[src/hdl/potq_pkg.sv]
`default_nettype none

package potq_pkg;

    localparam int DEPTH = 16;
    localparam int IDX_W = $clog2(DEPTH);
    localparam int CNT_W = $clog2(DEPTH + 1);

    localparam logic [1:0] ACT_INSERT = 2'd0;
    localparam logic [1:0] ACT_POP    = 2'd1;
    localparam logic [1:0] ACT_REMOVE = 2'd2;
    localparam logic [1:0] ACT_LIST   = 2'd3;

    localparam logic [1:0] ST_OK       = 2'd0;
    localparam logic [1:0] ST_FULL     = 2'd1;
    localparam logic [1:0] ST_EMPTY    = 2'd2;
    localparam logic [1:0] ST_NOTFOUND = 2'd3;

    typedef struct packed {
        logic load_in;
        logic exec;
        logic list_next;
    } potq_cmd_t;

    typedef struct packed {
        logic out_last;
    } potq_sts_t;

endpackage

`default_nettype wire

[src/hdl/priority_ordered_task_queue.sv]
// channel   handshake              payload
// input     in_valid / in_ready    action, task_id, priority_req
// output    out_valid / out_ready  status, out_task_id, out_priority, last
//
// one request at a time: accept state, execute state, then the result register
// insert, pop and remove give a single result; list gives one per entry, or one when empty
// insert, pop and remove work on all cells in parallel in the execute cycle
// list reads one entry per output handshake through the result register
// reset clears the entry count and list index only; no clearing pass
`default_nettype none

module priority_ordered_task_queue
    import potq_pkg::*;
(
    input  wire logic        clk,
    input  wire logic        rst_n,
    input  wire logic        in_valid,
    output logic             in_ready,
    input  wire logic [1:0]  action,
    input  wire logic [15:0] task_id,
    input  wire logic [7:0]  priority_req,
    output logic             out_valid,
    input  wire logic        out_ready,
    output logic [1:0]       status,
    output logic [15:0]      out_task_id,
    output logic [7:0]       out_priority,
    output logic             last
);

    potq_cmd_t cmd;
    potq_sts_t sts;

    potq_ctrl u_ctrl (
        .clk       (clk),
        .rst_n     (rst_n),
        .in_valid  (in_valid),
        .in_ready  (in_ready),
        .out_valid (out_valid),
        .out_ready (out_ready),
        .sts       (sts),
        .cmd       (cmd)
    );

    potq_dp u_dp (
        .clk          (clk),
        .rst_n        (rst_n),
        .cmd          (cmd),
        .sts          (sts),
        .action       (action),
        .task_id      (task_id),
        .priority_req (priority_req),
        .status       (status),
        .out_task_id  (out_task_id),
        .out_priority (out_priority),
        .last         (last)
    );

endmodule

`default_nettype wire

[src/hdl/potq_ctrl.sv]
`default_nettype none

module potq_ctrl
    import potq_pkg::*;
(
    input  wire logic      clk,
    input  wire logic      rst_n,
    input  wire logic      in_valid,
    output logic           in_ready,
    output logic           out_valid,
    input  wire logic      out_ready,
    input  wire potq_sts_t sts,
    output potq_cmd_t      cmd
);

    localparam logic [1:0] S_IDLE = 2'd0;
    localparam logic [1:0] S_EXEC = 2'd1;
    localparam logic [1:0] S_OUT  = 2'd2;

    logic [1:0] state_reg;
    logic [1:0] state_next;

    assign in_ready      = (state_reg == S_IDLE);
    assign out_valid     = (state_reg == S_OUT);
    assign cmd.load_in   = in_valid && in_ready;
    assign cmd.exec      = (state_reg == S_EXEC);
    assign cmd.list_next = out_valid && out_ready && !sts.out_last;

    always_comb
    begin
        state_next = state_reg;
        unique case (state_reg)
            S_IDLE:
            begin
                if (in_valid)
                begin
                    state_next = S_EXEC;
                end
            end
            S_EXEC:
            begin
                state_next = S_OUT;
            end
            S_OUT:
            begin
                if (out_ready && sts.out_last)
                begin
                    state_next = S_IDLE;
                end
            end
            default:
            begin
                state_next = S_IDLE;
            end
        endcase
    end

    always_ff @(posedge clk or negedge rst_n)
    begin
        if (!rst_n)
        begin
            state_reg <= S_IDLE;
        end
        else
        begin
            state_reg <= state_next;
        end
    end

`ifndef SYNTH
    a_no_overlap: assert property (@(posedge clk) disable iff (!rst_n)
        !(in_ready && out_valid))
        else $error("input and output open together");

    a_accept_exec: assert property (@(posedge clk) disable iff (!rst_n)
        cmd.load_in |=> cmd.exec)
        else $error("accepted request not executed");

    a_exec_out: assert property (@(posedge clk) disable iff (!rst_n)
        cmd.exec |=> out_valid)
        else $error("execution gave no result");
`endif

endmodule

`default_nettype wire

[src/hdl/potq_dp.sv]
`default_nettype none

module potq_dp
    import potq_pkg::*;
(
    input  wire logic        clk,
    input  wire logic        rst_n,
    input  wire potq_cmd_t   cmd,
    output potq_sts_t        sts,
    input  wire logic [1:0]  action,
    input  wire logic [15:0] task_id,
    input  wire logic [7:0]  priority_req,
    output logic [1:0]       status,
    output logic [15:0]      out_task_id,
    output logic [7:0]       out_priority,
    output logic             last
);

    logic [1:0]       act_reg;
    logic [15:0]      id_in_reg;
    logic [7:0]       pri_in_reg;

    logic [15:0]      ids_reg [DEPTH];
    logic [7:0]       pris_reg [DEPTH];
    logic [CNT_W-1:0] count_reg;
    logic [CNT_W-1:0] lidx_reg;
    logic [CNT_W-1:0] lidx_next;

    logic [1:0]       status_reg;
    logic [15:0]      oid_reg;
    logic [7:0]       opri_reg;
    logic             last_reg;

    logic [DEPTH-1:0] vld;
    logic [DEPTH-1:0] ge;
    logic [DEPTH-1:0] ge_prev;
    logic [DEPTH-1:0] match;
    logic [DEPTH-1:0] hit;
    logic [DEPTH-1:0] hit_prev;
    logic [15:0]      id_up [DEPTH];
    logic [7:0]       pri_up [DEPTH];
    logic [15:0]      id_dn [DEPTH];
    logic [7:0]       pri_dn [DEPTH];
    logic [15:0]      rm_id;
    logic [7:0]       rm_pri;
    logic             full;
    logic             empty;

    assign full      = (count_reg == CNT_W'(DEPTH));
    assign empty     = (count_reg == '0);
    assign lidx_next = lidx_reg + CNT_W'(1);

    always_comb
    begin
        for (int i = 0; i < DEPTH; i++)
        begin
            vld[i]   = (CNT_W'(i) < count_reg);
            ge[i]    = vld[i] && (pris_reg[i] >= pri_in_reg);
            match[i] = vld[i] && (ids_reg[i] == id_in_reg);
        end
        hit[0] = match[0];
        for (int i = 1; i < DEPTH; i++)
        begin
            hit[i] = hit[i-1] | match[i];
        end
        ge_prev  = {ge[DEPTH-2:0], 1'b1};
        hit_prev = {hit[DEPTH-2:0], 1'b0};

        id_up[0]  = id_in_reg;
        pri_up[0] = pri_in_reg;
        for (int i = 1; i < DEPTH; i++)
        begin
            id_up[i]  = ids_reg[i-1];
            pri_up[i] = pris_reg[i-1];
        end
        for (int i = 0; i < DEPTH - 1; i++)
        begin
            id_dn[i]  = ids_reg[i+1];
            pri_dn[i] = pris_reg[i+1];
        end
        id_dn[DEPTH-1]  = ids_reg[DEPTH-1];
        pri_dn[DEPTH-1] = pris_reg[DEPTH-1];

        rm_id  = '0;
        rm_pri = '0;
        for (int i = 0; i < DEPTH; i++)
        begin
            if (match[i] && !hit_prev[i])
            begin
                rm_id  = ids_reg[i];
                rm_pri = pris_reg[i];
            end
        end
    end

    // input request capture
    always_ff @(posedge clk)
    begin
        if (cmd.load_in)
        begin
            act_reg    <= action;
            id_in_reg  <= task_id;
            pri_in_reg <= priority_req;
        end
    end

    // entry cells
    always_ff @(posedge clk)
    begin
        if (cmd.exec)
        begin
            for (int i = 0; i < DEPTH; i++)
            begin
                case (act_reg)
                    ACT_INSERT:
                    begin
                        if (!full && !ge[i])
                        begin
                            if (ge_prev[i])
                            begin
                                ids_reg[i]  <= id_in_reg;
                                pris_reg[i] <= pri_in_reg;
                            end
                            else
                            begin
                                ids_reg[i]  <= id_up[i];
                                pris_reg[i] <= pri_up[i];
                            end
                        end
                    end
                    ACT_POP:
                    begin
                        ids_reg[i]  <= id_dn[i];
                        pris_reg[i] <= pri_dn[i];
                    end
                    ACT_REMOVE:
                    begin
                        if (hit[i])
                        begin
                            ids_reg[i]  <= id_dn[i];
                            pris_reg[i] <= pri_dn[i];
                        end
                    end
                    default:
                    begin
                    end
                endcase
            end
        end
    end

    // count and list index
    always_ff @(posedge clk or negedge rst_n)
    begin
        if (!rst_n)
        begin
            count_reg <= '0;
            lidx_reg  <= '0;
        end
        else if (cmd.exec)
        begin
            lidx_reg <= CNT_W'(1);
            case (act_reg)
                ACT_INSERT:
                begin
                    if (!full)
                    begin
                        count_reg <= count_reg + CNT_W'(1);
                    end
                end
                ACT_POP:
                begin
                    if (!empty)
                    begin
                        count_reg <= count_reg - CNT_W'(1);
                    end
                end
                ACT_REMOVE:
                begin
                    if (|match)
                    begin
                        count_reg <= count_reg - CNT_W'(1);
                    end
                end
                default:
                begin
                end
            endcase
        end
        else if (cmd.list_next)
        begin
            lidx_reg <= lidx_next;
        end
    end

    // result register
    always_ff @(posedge clk)
    begin
        if (cmd.exec)
        begin
            last_reg <= 1'b1;
            case (act_reg)
                ACT_INSERT:
                begin
                    status_reg <= full ? ST_FULL : ST_OK;
                    oid_reg    <= id_in_reg;
                    opri_reg   <= pri_in_reg;
                end
                ACT_POP:
                begin
                    status_reg <= empty ? ST_EMPTY : ST_OK;
                    oid_reg    <= empty ? 16'd0 : ids_reg[0];
                    opri_reg   <= empty ? 8'd0 : pris_reg[0];
                end
                ACT_REMOVE:
                begin
                    if (empty)
                    begin
                        status_reg <= ST_EMPTY;
                        oid_reg    <= '0;
                        opri_reg   <= '0;
                    end
                    else if (|match)
                    begin
                        status_reg <= ST_OK;
                        oid_reg    <= rm_id;
                        opri_reg   <= rm_pri;
                    end
                    else
                    begin
                        status_reg <= ST_NOTFOUND;
                        oid_reg    <= id_in_reg;
                        opri_reg   <= '0;
                    end
                end
                default:
                begin
                    status_reg <= empty ? ST_EMPTY : ST_OK;
                    oid_reg    <= empty ? 16'd0 : ids_reg[0];
                    opri_reg   <= empty ? 8'd0 : pris_reg[0];
                    last_reg   <= (count_reg <= CNT_W'(1));
                end
            endcase
        end
        else if (cmd.list_next)
        begin
            status_reg <= ST_OK;
            oid_reg    <= ids_reg[lidx_reg[IDX_W-1:0]];
            opri_reg   <= pris_reg[lidx_reg[IDX_W-1:0]];
            last_reg   <= (lidx_next == count_reg);
        end
    end

    assign status       = status_reg;
    assign out_task_id  = oid_reg;
    assign out_priority = opri_reg;
    assign last         = last_reg;
    assign sts.out_last = last_reg;

`ifndef SYNTH
    a_count_bound: assert property (@(posedge clk) disable iff (!rst_n)
        count_reg <= CNT_W'(DEPTH))
        else $error("entry count above depth");

    a_count_hold: assert property (@(posedge clk) disable iff (!rst_n)
        !cmd.exec |=> $stable(count_reg))
        else $error("entry count moved outside execution");

    a_list_range: assert property (@(posedge clk) disable iff (!rst_n)
        cmd.list_next |-> (lidx_reg < count_reg))
        else $error("list index past last entry");
`endif

endmodule

`default_nettype wire

[config.mk]
export PLATFORM = sky130hd
export DESIGN_NAME = priority_ordered_task_queue
export DESIGN_NICKNAME = d
export VERILOG_FILES = /design/src/hdl/potq_pkg.sv /design/src/hdl/priority_ordered_task_queue.sv /design/src/hdl/potq_ctrl.sv /design/src/hdl/potq_dp.sv
export SDC_FILE = /design/constraint.sdc
export NUM_CORES = 2
export LEC_CHECK = 0
export BUFFER_PORTS_ARGS = -buffer_cell sky130_fd_sc_hd__buf_4
export CAP_MARGIN = 20
export CORE_ASPECT_RATIO = 1.4
export CORE_MARGIN = 2
export CORE_UTILIZATION = 30
export DETAILED_ROUTE_END_ITERATION = 16
export GPL_TIMING_DRIVEN = 0
export PLACE_DENSITY_LB_ADDON = 0.15
export SLEW_MARGIN = 30
export SYNTH_ARGS = -nofsm -noshare
export SYNTH_HDL_FRONTEND = slang
export SYNTH_HIERARCHICAL = 1
export SYNTH_SLANG_ARGS = --single-unit
[constraint.sdc]
create_clock -name clk -period 6.2 [get_ports clk]
set_input_delay 0.31 -clock clk [delete_from_list [all_inputs] [get_ports clk]]
set_output_delay 0.31 -clock clk [all_outputs]
set_load 0.05 [all_outputs]
======== After elaboration in Yosys (flattened, before gate mapping) ========
Memory sizes are Yosys's and may differ from the RTL's.
Index checks and enable logic that the tools add are counted.
Widths: inputs -> output; s select.
cells by class
  $add $sub $neg .......................... 3
  magnitude comparators ................... 33
  eq/ne operators ......................... 27
  muxes and demuxes ....................... 378
  bitwise logic cells ..................... 109
  reduce and logical (&&, ||, !) cells .... 109
operator list
  cell                 number
  $mux 16              68
  $mux 8               68
  $eq 16x16->1         16
  $mux 1               225
  $ge 8x8->1           16
  $or 1x1->1           109
  $logic_and 1x1->1    67
  $lt 4x5->1 const A   8
  $logic_not 1->1      33
  $pmux 16 s2          1
  $mux 5               5
  $lt 3x5->1 const A   4
  $pmux 8 s2           1
  $reduce_or 16->1     1
  $pmux 5 s3           1
  $mux 2               7
  $add 5x1->5 const B  2
  $lt 1x5->1 const A   2
  $lt 2x5->1 const A   2
  $ne 2x2->1 const B   4
  $pmux 2 s3           1
  $eq 5x5->1           1
  $eq 5x5->1 const B   1
  $le 5x1->1 const B   1
  12 further kinds     15
storage, ports and cells
  register bits ........................... 65
  RAM bits ................................ 384
  input port bits ......................... 30
  memories ................................ 2
memory list
  memory         words  width  rd ports  clocked after Yosys merged registers in  write ports  RTL line       text
  u_dp.ids_reg   16     16     17        0                                        16           potq_dp.sv:23  logic [15:0] ids_reg [DEPTH];
  u_dp.pris_reg  16     8      17        0                                        16           potq_dp.sv:24  logic [7:0] pris_reg [DEPTH];

======== Logic depth before layout (Yosys ltp) ========
An unclocked memory read counts as a cell.
  depth after elaboration ................. 24
  gate-level depth with buffers ........... 17
  mapped depth without buffers ............ 13

======== Hierarchy ========
The synthesis kept the hierarchy.
modules (own cells, without submodules)
  module     times used  cells each  area an instance (um2)  seq. area each (um2)
  potq_dp    1           3,566       34,132.7                13,372.8
  potq_ctrl  1           10          101.3                   50.0

======== Worst setup path before layout ========
OpenSTA, ideal clock, no wires.
  path kind ............................... register -> register
  start ................................... register u_dp.count_reg[1]
  end ..................................... memory u_dp.ids_reg[15][0] (enable)
  setup time .............................. 0.435 ns
  data arrival time ....................... 4.130 ns
  slack ................................... 1.634 ns
  cell stages (with the launch flop) ...... 15
  path buffers ............................ 4
  period minus slack after synthesis ...... 4.566 ns
  cells stage by stage .................... dfrtp_1 > buf_2 > inv_1 > ha_1 > o21a_1 > nor2_1 > and2_1 > buf_2 > or3_1 > buf_2 > nor4_2 > and4_1 > buf_2 > nor2_1 > nor3_1
RTL lines
  item                      RTL line        text
  start: declaration        potq_dp.sv:25   logic [CNT_W-1:0] count_reg;
  start signal: assignment  potq_dp.sv:168  count_reg <= count_reg + CNT_W'(1);
  start signal: assignment  potq_dp.sv:175  count_reg <= count_reg - CNT_W'(1);
  start signal: assignment  potq_dp.sv:182  count_reg <= count_reg - CNT_W'(1);
  end: declaration          potq_dp.sv:23

==> results.sh <==
export IMPL_synthesis_instances=3576
export IMPL_power_internal_mw=8.26
export IMPL_synth_cell_area_sq_um=34200
export IMPL_drc=0
export IMPL_dieArea_sq_um=117000
export IMPL_yosys_warnings=6
export IMPL_crit_start="u_dp/count_reg[4]"
export IMPL_status="complete, no violations"
export IMPL_cp_end_kind="flip-flop"
export IMPL_cp_arrival_ns=6.21
export IMPL_power_density_nw_per_um2=379
export IMPL_clk_latency_ns=0.67
export IMPL_grt_max_degree=28
export IMPL_num_rows=146
export IMPL_postPlaceCellArea_sq_um=37000
export IMPL_ys_ff_latch=449
export IMPL_hold_viol_final=0
export IMPL_finalCriticalPeriod_ns=6.01
export IMPL_dp_hpwl_um=144000
export IMPL_drv_slew=0
export IMPL_p_leak_nw=14.1
export IMPL_timing_fmax_ghz=0.166
export IMPL_ir_drop_mv=0.271
export IMPL_final_common_cell="nand2_1"
export IMPL_crit_buf_inv=4
export IMPL_io_pins=59
export IMPL_grt_setup_unrepaired="false"
export IMPL_place_congestion=1.02
export IMPL_ys_seq_area_share_pct=39.2
export IMPL_clk_path_buf_depth=3
export IMPL_ys_async_sr_fraction_pct=2.67
export IMPL_seq_power_share_pct=33.6
export IMPL_p_clk_share_pct=21.8
export IMPL_setup_viol=0
export IMPL_syn_nets=3743
export IMPL_cts_buffers=52
export IMPL_drt_iter0_markers=3278
export IMPL_crit_slowest_cell="nand2_1"
export IMPL_worstPathRequired_ns=6.41
export IMPL_syn_to_final_growth_pct=13.9
export IMPL_worst_path_max_fanout=24
export IMPL_ys_flop_type="edfxtp_1"
export IMPL_synth_edf_count=437
export IMPL_finalCritPeriodShare_pct=96.9
export IMPL_wl_um=178000
export IMPL_p_comb_share_pct=44.6
export IMPL_power_switching_mw=6.52
export IMPL_cts_htree_levels=2
export IMPL_overflow=0
export IMPL_portBuffers=58
export IMPL_yosysUniqueCellTypes=81
export IMPL_cts_clk_slew_worst_paths_ns=0.07
export IMPL_worstMarginPinSlew_ns=1.12
export IMPL_fp_dieW_um=290
export IMPL_nNetsFinal=3903
export IMPL_grt_pass1_vias=30500
export IMPL_switching_share_pct=44.1
export IMPL_fin_area_sq_um=39000
export IMPL_max_stage_delay_ns=0.64
export IMPL_drt_pass1_iterations=8
export IMPL_hold_path_class="in2async"
export IMPL_core_sq_um=113000
export IMPL_fin_util_pct=34.4
export IMPL_die_y_um=404
export IMPL_fin_worst_skew_ns=0.0380
export IMPL_initial_core_util_pct=30.2
export IMPL_avgRoutedWirePerCell_um=33.8
export IMPL_antenna_found_initial=7
export IMPL_cp_start_kind="flip-flop"
export IMPL_track_usage_pct=29.9
export IMPL_synth_avg_cell_area_sq_um=9.57
export IMPL_vias=31300
export IMPL_n_fill_cell=11700
export IMPL_postRouteAntennaNets=0
export IMPL_crit_reg2reg_launch="u_dp/count_reg[4]"
export IMPL_root_buffer="clkbuf_16"
export IMPL_path_class="reg2reg"
export IMPL_cts_tree="built"
export IMPL_slew_headroom_pct=25.6
export IMPL_largest_reg_flops=256
export IMPL_clock_sinks=449
export IMPL_worstPathCellList="or2_2, a21oi_1, or4_1, nor2b_1, buf_2, nor2_1, clkbuf_1, nand2_1, a21oi_1, buf_2, buf_1, nand2_2"
export IMPL_crit_family="simple AND/OR/NAND/NOR gates"
export IMPL_maxCapViolations=0
export IMPL_drive_gt1_share_pct=12.7
export IMPL_final_cell_mix="nand2_1 (572), edfxtp_1 (437), nor2_1 (391), clkbuf_1 (213), a31oi_1 (208)"
export IMPL_grt_pass1_wl_um=243000
export IMPL_vias_per_cell=5.96
cells in the mapped netlist (all sizes together), types with 47 or more instances:
cell,number,area [sq um]
nor2,395,1490
ha,137,1710
mux2i,122,1220
a21oi,202,1010
xnor2,130,1140
mux4,120,2700
edfxtp,437,13100
o21ai,131,656
buf,92,553
clkbuf,223,841
nor3,47,252
mux2,48,541
xor2,141,1230
nand2,578,2170
a31oi,209,1310
through the flow:
step	worst slack (ns)	std cells	power, mW	hold WS (ns)	setup TNS [ns]
2_1_floorplan	1.63	3576	8.52	0.0144	0
3_3_place_gp	-2.12	5114	11.2	0.174	-303.52
3_5_place_dp	-0.124	5128	11.4	0.174	-2.30
4_1_cts	0.0703	5251	14.6	0.0159	0
5_1_grt	0.0829	5256	15.2	0.0526	0
6_report	0.193	5258	14.8	0.0392	0
cell families (layout without fill, tap and decap cells):
kind of cell,Yosys count,count (layout),share of synthesized area [%]
XOR/XNOR,271,271,6.93
AND/OR/NAND/NOR,1252,1252,15.8
other,0,2,0
buffers and inverters,355,555,4.51
adder cells (fa/ha/maj),137,137,5.01
AO/OA/AOI/OAI,822,822,15.5
multiplexers,290,290,13.0
flip-flops,449,449,39.2
area by class of cell:
| class | instances | area [sq um] | area share, % |
|---|---|---|---|
| multi-input combinational | 2772 | 19400 | 49.8 |
| sequential | 449 | 13400 | 34.4 |
| tap | 1480 | 1850 | 4.75 |
| buffer | 315 | 1430 | 3.66 |
| clock buffer | 63 | 1360 | 3.50 |
| timing repair buffer | 106 | 1050 | 2.70 |
| clock inverter | 31 | 288 | 0.738 |
| inverter | 40 | 154 | 0.395 |
| antenna | 2 | 5.00 | 0.0128 |
per-layer routing:
metal  up-vias  track usage (%)  share of wire [%]
li1      13600                -                  -
met1     15600             35.4                 37
met2      1660             49.7                 48
met3       487             3.37                6.3
met4         2             22.0                8.7
met5         -                0             0.0073
worst paths after layout:
kind / to / slack [ns] / cells after the start
worst max-delay path: u_dp/ids_reg[4][5] / 0.19 / 12
worst min-delay path: u_dp/count_reg[0] / 0.04 / 2
worst max register to register: u_dp/ids_reg[4][5] / 0.19 / 12
worst min register to register: u_dp/lidx_reg[4] / 0.59 / 2
max in group asynchronous: u_dp/lidx_reg[0] / 5.97 / 2
min in group clk: u_dp/pri_in_reg[0] / 0.38 / 2
power by group through the flow:
stage | clock network (mW) | logic [mW] | registers [mW]
5_1_grt | 3.37 | 6.87 | 5.00
6_report | 3.22 | 6.58 | 4.97
3_5_place_dp | 0 | 6.39 | 4.98
3_3_place_gp | 0 | 6.22 | 5.02
4_1_cts | 3.29 | 6.43 | 4.92
2_1_floorplan | 0 | 3.64 | 4.88
timing repair:
action                                 CTS  global route
pin swaps                                0             0
setup endpoints to repair               20            33
endpoints found under the hold margin   40             0
hold buffers                            29             0
buffers inserted                         0             5
resized for setup                        1             2
Power figures use the tool's default switching activity.
